## src/design/vna_pkg.sv

```systemverilog
`default_nettype none
// ----------------------------------------------------------------------------
// vna_pkg
// Shared types, constants and helpers for the vertex normal accumulator.
// ----------------------------------------------------------------------------
package vna_pkg;

  localparam int VTX_BITS   = 10;
  localparam int NUM_VTX    = 1024;
  localparam int POS_BITS   = 16;
  localparam int SUM_BITS   = 48;
  localparam int CROSS_BITS = 35;
  localparam int NRM_BITS   = 16;

  typedef enum logic [1:0] {
    REQ_CLEAR = 2'd0,
    REQ_LOAD  = 2'd1,
    REQ_TRI   = 2'd2,
    REQ_READ  = 2'd3
  } req_t;

  typedef struct packed {
    logic                used;
    logic [SUM_BITS-1:0] sx;
    logic [SUM_BITS-1:0] sy;
    logic [SUM_BITS-1:0] sz;
  } sum_entry_t;

  typedef struct packed {
    logic done;
    logic degen;
  } nrm_stat_t;

  // Adds a cross product component to an accumulator, clamping at the
  // signed limits of the accumulator width.
  function automatic logic [SUM_BITS-1:0] sat_add(input logic [SUM_BITS-1:0]   s,
                                                  input logic [CROSS_BITS-1:0] c);
    logic signed [SUM_BITS:0] t;
    logic [SUM_BITS-1:0]      r;
    t = (SUM_BITS+1)'($signed(s)) + (SUM_BITS+1)'($signed(c));
    if (t[SUM_BITS] != t[SUM_BITS-1]) begin
      r = t[SUM_BITS] ? {1'b1, {(SUM_BITS-1){1'b0}}} : {1'b0, {(SUM_BITS-1){1'b1}}};
    end else begin
      r = t[SUM_BITS-1:0];
    end
    return r;
  endfunction

endpackage
`default_nettype wire

```

## src/design/vna_nrm.sv

```systemverilog
`default_nettype none
// ----------------------------------------------------------------------------
// vna_nrm
// Scales one accumulated normal to unit length in Q1.14: one-bit normalize
// steps, serial sum of squares, bit-serial square root and restoring divide.
// ----------------------------------------------------------------------------
module vna_nrm (
  input  logic                          clk,
  input  logic                          rst,
  input  logic                          start,
  input  logic [vna_pkg::SUM_BITS-1:0]  sx,
  input  logic [vna_pkg::SUM_BITS-1:0]  sy,
  input  logic [vna_pkg::SUM_BITS-1:0]  sz,
  output vna_pkg::nrm_stat_t            stat,
  output logic signed [vna_pkg::NRM_BITS-1:0] nx,
  output logic signed [vna_pkg::NRM_BITS-1:0] ny,
  output logic signed [vna_pkg::NRM_BITS-1:0] nz
);
  import vna_pkg::*;

  typedef enum logic [7:0] {
    N_IDLE  = 8'b0000_0001,
    N_MAX   = 8'b0000_0010,
    N_SHIFT = 8'b0000_0100,
    N_SQ    = 8'b0000_1000,
    N_SQRT  = 8'b0001_0000,
    N_DLOAD = 8'b0010_0000,
    N_DIV   = 8'b0100_0000,
    N_DONE  = 8'b1000_0000
  } nstate_t;

  nstate_t             state;
  logic [SUM_BITS-1:0] m0, m1, m2;
  logic [2:0]          neg;
  logic [1:0]          idx;
  logic [1:0]          ci;
  logic [61:0]         tot;
  logic [62:0]         sn, res, sbit;
  logic [45:0]         rem, dv;
  logic [13:0]         q;
  logic [3:0]          k;
  logic                degen;

  logic [SUM_BITS-1:0] mx, mc;
  logic [59:0]         sq;
  logic [62:0]         trial;
  logic [30:0]         r;
  logic                qb;
  logic [14:0]         qv;
  logic [NRM_BITS-1:0] comp, nval;
  logic                cneg;

  always_comb begin
    unique case (idx)
      2'd0:    mx = m0;
      2'd1:    mx = m1;
      default: mx = m2;
    endcase
    unique case (ci)
      2'd0:    begin mc = m0; cneg = neg[0]; end
      2'd1:    begin mc = m1; cneg = neg[1]; end
      default: begin mc = m2; cneg = neg[2]; end
    endcase
    sq    = mc[29:0] * mc[29:0];
    trial = res + sbit;
    r     = res[30:0];
    qb    = (rem >= dv);
    qv    = {q, qb};
    comp  = {1'b0, qv};
    nval  = cneg ? (~comp + 16'd1) : comp;
  end

  assign stat.done  = (state == N_DONE);
  assign stat.degen = degen;

  always_ff @(posedge clk) begin
    if (rst) begin
      state <= N_IDLE;
    end else begin
      unique case (state)
        N_IDLE: begin
          if (start) begin
            m0    <= sx[SUM_BITS-1] ? (~sx + 48'd1) : sx;
            m1    <= sy[SUM_BITS-1] ? (~sy + 48'd1) : sy;
            m2    <= sz[SUM_BITS-1] ? (~sz + 48'd1) : sz;
            neg   <= {sz[SUM_BITS-1], sy[SUM_BITS-1], sx[SUM_BITS-1]};
            state <= N_MAX;
          end
        end
        N_MAX: begin
          if (m0 >= m1 && m0 >= m2) begin
            idx <= 2'd0;
          end else if (m1 >= m2) begin
            idx <= 2'd1;
          end else begin
            idx <= 2'd2;
          end
          if ((m0 | m1 | m2) == '0) begin
            degen <= 1'b1;
            nx    <= '0;
            ny    <= '0;
            nz    <= '0;
            state <= N_DONE;
          end else begin
            degen <= 1'b0;
            state <= N_SHIFT;
          end
        end
        N_SHIFT: begin
          // Bring the largest magnitude into [2^29, 2^30), one bit a cycle.
          if (mx[SUM_BITS-1:30] != '0) begin
            m0 <= m0 >> 1;
            m1 <= m1 >> 1;
            m2 <= m2 >> 1;
          end else if (!mx[29]) begin
            m0 <= m0 << 1;
            m1 <= m1 << 1;
            m2 <= m2 << 1;
          end else begin
            tot   <= '0;
            ci    <= 2'd0;
            state <= N_SQ;
          end
        end
        N_SQ: begin
          tot <= tot + 62'(sq);
          if (ci == 2'd2) begin
            sn    <= tot + 62'(sq);
            res   <= '0;
            sbit  <= {1'b1, 62'b0};
            state <= N_SQRT;
          end else begin
            ci <= ci + 2'd1;
          end
        end
        N_SQRT: begin
          if (sn >= trial) begin
            sn  <= sn - trial;
            res <= (res >> 1) + sbit;
          end else begin
            res <= res >> 1;
          end
          sbit <= sbit >> 2;
          if (sbit[0]) begin
            ci    <= 2'd0;
            state <= N_DLOAD;
          end
        end
        N_DLOAD: begin
          rem   <= 46'({mc[29:0], 14'b0}) + 46'(r[30:1]);
          dv    <= 46'({r, 14'b0});
          q     <= '0;
          k     <= '0;
          state <= N_DIV;
        end
        N_DIV: begin
          if (qb) begin
            rem <= rem - dv;
          end
          q  <= qv[13:0];
          dv <= dv >> 1;
          k  <= k + 4'd1;
          if (k == 4'd14) begin
            unique case (ci)
              2'd0:    nx <= $signed(nval);
              2'd1:    ny <= $signed(nval);
              default: nz <= $signed(nval);
            endcase
            if (ci == 2'd2) begin
              state <= N_DONE;
            end else begin
              ci    <= ci + 2'd1;
              state <= N_DLOAD;
            end
          end
        end
        N_DONE: begin
          state <= N_IDLE;
        end
        default: begin
          state <= N_IDLE;
        end
      endcase
    end
  end

endmodule
`default_nettype wire

```

## config.mk

```make
export PLATFORM = sky130hd
export DESIGN_NAME = vna_nrm
export DESIGN_NICKNAME = d
export VERILOG_FILES = /design/src/design/vna_pkg.sv /design/src/design/vna_nrm.sv
export SDC_FILE = /design/constraint.sdc
export NUM_CORES = 2
export LEC_CHECK = 0
export ABC_AREA = 1
export BUFFER_PORTS_ARGS = -buffer_cell sky130_fd_sc_hd__buf_2
export CELL_PAD_IN_SITES_DETAIL_PLACEMENT = 2
export CELL_PAD_IN_SITES_GLOBAL_PLACEMENT = 2
export CORE_MARGIN = 1
export CORE_UTILIZATION = 35
export CTS_CLUSTER_DIAMETER = 80
export CTS_CLUSTER_SIZE = 14
export DETAILED_ROUTE_END_ITERATION = 10
export PLACE_DENSITY_LB_ADDON = 0.15
export SLEW_MARGIN = 20
export SYNTH_ARGS = -nofsm -noshare
export SYNTH_HDL_FRONTEND = slang
export SYNTH_SLANG_ARGS = --single-unit
```

## constraint.sdc

```tcl
create_clock -name clk -period 10.2 [get_ports clk]
set_input_delay 1.02 -clock clk [delete_from_list [all_inputs] [get_ports clk]]
set_output_delay 1.02 -clock clk [all_outputs]
set_load 0.01 [all_outputs]
```

**Yosys cells after proc, flatten, opt, wreduce, memory -nomap -nowiden**

Index checks and enable logic that the tools add are counted.

- $add $sub $neg: 13
- Multipliers: 1
- Div/mod/pow operators: 0
- $lt $le $gt $ge: 5
- Eq/ne operators: 25
- Shifts and indexed selects: 0
- Mux-type cells: 62
- Bitwise logic cells: 7
- Reductions and logical operators: 25

Operators by type and width:

| kind | count |
|---|---|
| 2-to-1 mux 48 bit | 12 |
| one-hot mux 48 bit (2 select lines) | 4 |
| one-hot mux 63 bit (2 select lines) | 3 |
| 2-to-1 mux 63 bit | 5 |
| one-hot mux 46 bit (2 select lines) | 2 |
| adder 48 x 1 -> 48 bit (second input constant) | 3 |
| >= comparator 48 bit | 3 |
| NOT 48 bit | 3 |
| 2-to-1 mux 16 bit | 8 |
| 2-to-1 mux 62 bit | 2 |
| one-hot mux 62 bit (2 select lines) | 1 |
| bitwise OR 48 bit | 2 |
| one-hot mux 16 bit (2 select lines) | 3 |
| 2-to-1 mux 8 bit | 8 |
| adder 62 x 60 -> 63 bit | 1 |
| adder 62 x 63 -> 63 bit | 1 |
| adder 63 bit | 1 |
| >= comparator 63 bit | 1 |
| subtractor 63 bit | 1 |
| adder 62 x 60 -> 62 bit | 1 |
| multiplier 30 x 30 -> 60 bit | 1 |
| one-hot mux 30 bit (2 select lines) | 1 |
| one-hot mux 8 bit (7 select lines) | 1 |
| logical NOT 48 bit | 1 |
| other kinds (40) | 69 |

- Bits in registers: 569
- Bits in latches: 0
- RAM bits: 0
- Bits in read-only memories: 0
- Bits of input ports: 147
- Output and inout port bits: 50
- Memories: 0

**Depth between registers and ports, before layout**

- Depth in word-level cells: 7
- Mapped depth: 55
- Gate-level depth less buffers: 52

**Least setup slack after synthesis**

No wires, ideal clock.

- Kind: register -> register
- Start: register state[6]
- End: register m0[0] (enable)
- Setup time: 0.733 ns
- Arrival: 8.925 ns
- Setup slack: 0.542 ns
- Cell stages (with the launch flop): 7
- Path buffers: 1
- Clock period less this slack: 9.658 ns
- Path through: dfxtp_1 -> nor2_2 -> nand3_1 -> nor4_2 -> buf_4 -> nand2_1 -> a31oi_1

- Longest elaborated chain between the ends: 3
- Elaborated cells between the ends (all ways): 6
- Those cells by class: 4 x eq/ne; 2 x reduce/logical

Ends and longest elaborated chain:

| item | line | source |
|---|---|---|
| start, declared | vna_nrm.sv:32 | `nstate_t state;` |
| start signal, assigned | vna_nrm.sv:78 | `state <= N_IDLE;` |
| start signal, assigned | vna_nrm.sv:87 | `state <= N_MAX;` |
| start signal, assigned | vna_nrm.sv:103 | `state <= N_DONE;` |
| == test 8 x 3 -> 1 bit or == test 8 x 1 -> 1 bit (tied branches) | vna_nrm.sv:80 | `unique case (state)` |
| != test 3 bit (no source line), or another cell as far along | n/a |  |
| AND reduction 4 bit (no source line) (*) | n/a |  |
| end signal, assigned | vna_nrm.sv:83 | `m0 <= sx[SUM_BITS-1] ? (~sx + 48'd1) : sx;` |
| end signal, assigned | vna_nrm.sv:112 | `m0 <= m0 >> 1;` |
| end signal, assigned | vna_nrm.sv:116 | `m0 <= m0 << 1;` |
| end, declared | vna_nrm.sv:33 | `logic [SUM_BITS-1:0] m0, m1, m2;` |

Every way passes the cells marked *; elsewhere a longest branch is shown, timed or not.
A chain may end at the register's enable or synchronous reset.

**Worst setup path after layout**

- Start: register ci[1]
- End: register sn[47], data pin

- Longest elaborated chain between the ends: 6
- Elaborated cells between the ends (all ways): 7
- Those cells by class: 1 x add/sub; 1 x mul; 1 x eq/ne; 3 x mux; 1 x reduce/logical

Ends and longest elaborated chain:

| item | line | source |
|---|---|---|
| start, declared | vna_nrm.sv:36 | `logic [1:0] ci;` |
| start signal, assigned | vna_nrm.sv:133 | `ci <= ci + 2'd1;` |
| start signal, assigned | vna_nrm.sv:172 | `ci <= ci + 2'd1;` |
| == test 2 x 1 -> 1 bit or logical NOT 2 bit (tied branches) | vna_nrm.sv:59 | `unique case (ci)` |
| one-hot mux 30 bit (2 select lines) (*) | vna_nrm.sv:59 |  |
| multiplier 30 x 30 -> 60 bit (*) | vna_nrm.sv:64 | `sq = mc[29:0] * mc[29:0];` |
| adder 62 x 60 -> 63 bit (*) | vna_nrm.sv:128 | `sn <= tot + 62'(sq);` |
| 2-to-1 mux 63 bit (*) | vna_nrm.sv:127 | `if (ci == 2'd2) begin` |
| one-hot mux 63 bit (2 select lines) (*) | vna_nrm.sv:80 |  |
| end signal, assigned | vna_nrm.sv:128 |  |
| end signal, assigned | vna_nrm.sv:138 | `sn <= sn - trial;` |
| end, declared | vna_nrm.sv:38 | `logic [62:0] sn, res, sbit;` |

Every way passes the cells marked *; elsewhere a longest branch is shown, timed or not. The select of a mux whose other input is x is not followed.

==> impl.org <==
** Synthesis
- Of the total synthesized cell area, the portion taken by AND, OR, NAND and NOR gates is 0.244.
- Number of synthesis warnings :: 0
- In this run the mean area of a mapped cell was 7.17 sq um.
- Of the total synthesized cell area, the portion taken by XOR and XNOR cells is 0.0285.
- By area the synthesized netlist is led by sky130_fd_sc_hd__edfxtp_1, sky130_fd_sc_hd__fa_1, sky130_fd_sc_hd__nand2_1.
- EDFF count, synth :: 529
- Summed instance area of the synthesized netlist :: 80000 sq um
- For this run, the leading register cell type out of synthesis is sky130_fd_sc_hd__edfxtp_1.
- Net Count, Synth :: about 13000
- The portion of synthesized area spent on multiplexers is 0.000250.
- Fraction of the yosys area taken by sequential cells :: 0.201
- After synthesis, the netlist uses 65 different library cells.
- Summed over all instances, the cell type with the most area after synthesis is sky130_fd_sc_hd__edfxtp_1.
- Counting flops and latches in the post-synthesis netlist gives 537.
- Compound-cell area share of the yosys netlist :: 0.113
- After synthesis, the largest family of logic cells by area is adder cells.
- Synthesized-area fraction occupied by adder cells :: 0.289
- Yosys top cell area share :: 0.199
- Number of instances in the synthesized netlist :: 11200
- Async SR Flop Fraction :: 0

** Timing
- Dividing the final minimum period by the clock period gives 1.08.
- Headroom to the max-slew limit came out at 0.117.
- On the final layout, the worst hold slack is 556 ps.
- Slew @ Worst Pin :: 1320 ps
- Static timing analysis puts the maximum clock frequency at between 90 and 100 MHz.
- After layout, the worst setup slack is -788 ps.
- Setup violations remaining at the end of the flow were counted as between 80 and 90.
- Across the routed clock network, the largest skew measured is 62.8 ps.
- Count of pins over their slew limit :: 0
- Setup repair after global routing could not meet its margin everywhere.
- Number of hold violations in the final report :: 0
- Final worst path period need :: 10990 ps

** Die
- The die covers about 230000 sq um.
- After floorplanning, the core was divided into 175 placement rows.
- Die extent in x :: 480 microns
- Core area :: 227000 sq um
- For this design the top-level I/O count stands at 197.
- For this configuration, the core starts out at a cell density of 0.352.
- From bottom edge to top edge, the die measures slightly below 500 microns.

** Drt
- For this run, design rule violations remaining after detail routing come to 0.
- Remaining antenna violation count :: 0
- Total detailed-routing wirelength :: about 430000 microns
- Number of DRC markers in iteration 0 :: 6114
- Length of the first detailed-routing pass in iterations :: 8
- After detailed routing, the number of vias per cell comes to 5.56.
- Detailed routing inserted a total of 85300 vias.
- After detailed routing, the average wire length per cell comes to 28.3 microns.

** Setup path
- Stage delay of the slowest cell on the critical path :: ~630 ps
- Among cell families on the critical path, the largest total delay comes from adder cells.
- For the worst setup path, the data required time is 10690 ps.
- Startpoint type of the worst setup path :: register
- Maximum fanout along the worst path :: 20
- Data arrival time at the worst-slack endpoint :: 11470 ps
- Category of the worst setup path capture point :: register
- The slowest stage of the critical path belongs to the cell sky130_fd_sc_hd__fa_1.
- CP most frequent cell :: sky130_fd_sc_hd__inv_1
- The setup check on the worst reg-to-reg path leaves a slack of -790 ps.
- Counting both buffers and inverters, the worst setup path holds a total of 15.
- The critical path in this run is classified as register to register.

** Clocking
- In this run the number of H-tree levels came out at 3.
- CTS tree :: built
- The cell sitting at the root of the clock tree is a sky130_fd_sc_hd__clkbuf_16.
- Sink count of the clock tree :: around 540
- Maximum number of buffers from clock root to sink :: 3
- Source-to-sink clock delay at the later pin of the worst-skew pair :: about 750 ps
- Clock-pin slew reported for the worst setup and hold paths after clock tree synthesis :: around 70 ps
- In this run, CTS created clock tree buffers numbering 71.

** GRT
- Across every metal layer, demand over resource in global routing totals 0.353.
- GRT overflow :: 0
- The via count of the first global-routing pass is 92900.
- Wire length of the first global-routing pass :: just over 600000 microns
- Maximum number of pins on one net before global-route repair :: 145
- The initial antenna violation count is 28.

** Layout
- The layout has 26300 filler cells.
- Once layout is complete, the utilization of the core stands at 0.436.
- With fillers left out, the area of the finished cells amounts to 99100 sq um.
- Commonest cells after routing, fill and taps aside :: sky130_fd_sc_hd__nand2_1, sky130_fd_sc_hd__inv_1, sky130_fd_sc_hd__nor2_1
- Commonest non-fill, non-tap cell in the layout :: sky130_fd_sc_hd__nand2_1
- Proportion of layout cells with a drive suffix above 1 :: 0.180
- Area overhead of the layout relative to synthesis :: 24.0%
- Count of nets after finishing :: 13800

** Placement
- Routability-driven placement finished with a final weighted congestion of 0.955.
- Worst slack at placement :: -1050 ps
- Area of placed instances :: 92200 sq um
- Detailed placer's ending HPWL :: 341000 microns
- Port buffering added 196 buffers.

** Status
- The final reports fail on setup timing.
- The flow ran to the end, but the final reports show violations.

** Job
- Across the run, the number of max-cap violations was 0.

** Hold path
- Worst hold path class :: register to register
[cell type report]
type / count / area [sq um] / area share
Inverter: 2368 / 8930 / 0.0901
Multi-Input combinational cell: 8006 / 57800 / 0.583
Timing Repair Buffer: 1283 / 10100 / 0.102
Tap cell: 3009 / 3760 / 0.0380
Antenna cell: 8 / 20.0 / 0.000202
Clock buffer: 74 / 1790 / 0.0180
Clock inverter: 49 / 701 / 0.00707
Sequential cell: 537 / 16000 / 0.162
[worst reg2reg max path: cells and delay by family, from the launching register on]
family	cells	cell delay, ps
AO/OA/AOI/OAI	7	1470
AND/OR/NAND/NOR	11	1460
flip-flops	1	420
XOR/XNOR	2	480
buffers and inverters	15	2050
adder cells (fa/ha/maj)	11	4860
[logic make-up (layout without fill, tap and decap cells)]
kind of cell / after synthesis / after routing
fa+ha+maj: 1423 / 1423
mux: 2 / 2
other cells: 0 / 8
buf+inv: 2609 / 3774
simple gates: 4714 / 4714
compound gates: 1606 / 1607
flops: 537 / 537
xor+xnor: 260 / 260
[what timing repair did]
item / 4_1_cts / 5_1_grt
pin swaps: 97 / 177
hold buffers: 0 / 0
setup endpoints to repair: 91 / 93
cloned: 2 / 2
resized for setup: 400 / 552
setup buffers: 24 / 45
[state kept, by name, summed over array words and instances (netlist names)]
| name | count |
|---|---|
| neg | 3 |
| sbit | 32 |
| tot | 62 |
| sn | 63 |
| res | 63 |
| nz | 16 |
| rem | 46 |
| m2 | 48 |
| ci | 2 |
| dv | 45 |
| m0 | 48 |
| degen | 1 |
| k | 4 |
| m1 | 48 |
| idx | 2 |
| q | 14 |
| ny | 16 |
| state | 8 |
| nx | 16 |
[path summary, 6_finish.rpt]
| path | startpoint | endpoint | cells after the start |
|---|---|---|---|
| setup reg to reg | ci[1] | sn[47] | 46 |
| hold / removal | m2[20] | m2[21] | 2 |
| hold reg to reg | m2[20] | m2[21] | 2 |
| setup / recovery | ci[1] | sn[47] | 46 |
[metrics by stage]
step | TNS, ps | cells
after floorplan | 0 | 11200
after global placement | -28610 | 15100
after detailed placement | -55860 | 15100
after CTS | -63.2 | 15300
after global routing | -50770 | 15300
final | -39830 | 15300
[cells in the mapped netlist, types with 29 or more instances]
cell type,instances
sky130_fd_sc_hd__a21o_1,58
sky130_fd_sc_hd__a21oi_1,617
sky130_fd_sc_hd__a31oi_1,29
sky130_fd_sc_hd__buf_1,35
sky130_fd_sc_hd__buf_2,78
sky130_fd_sc_hd__clkbuf_1,110
sky130_fd_sc_hd__edfxtp_1,529
sky130_fd_sc_hd__fa_1,707
sky130_fd_sc_hd__ha_1,716
sky130_fd_sc_hd__inv_1,2349
sky130_fd_sc_hd__nand2_1,2548
sky130_fd_sc_hd__nand3_1,544
sky130_fd_sc_hd__nand3b_1,36
sky130_fd_sc_hd__nand4_1,143
sky130_fd_sc_hd__nor2_1,1183
sky130_fd_sc_hd__nor3_1,118
sky130_fd_sc_hd__nor4_1,58
sky130_fd_sc_hd__o211ai_1,137
sky130_fd_sc_hd__o21ai_0,549
sky130_fd_sc_hd__o21bai_1,84
sky130_fd_sc_hd__o22ai_1,29
sky130_fd_sc_hd__xnor2_1,106
sky130_fd_sc_hd__xor2_1,154
[per-layer routing]
metal | routed length (microns) | track usage
met3 | 25600 | 0.0434
met4 | 20300 | 0.110
met1 | 190000 | 0.483
met5 | 150 | 0
met2 | 199000 | 0.577
Power is left out: the tool's default activity adds up to more than one toggle a clock period on the data nets, which glitch-free logic cannot reach.
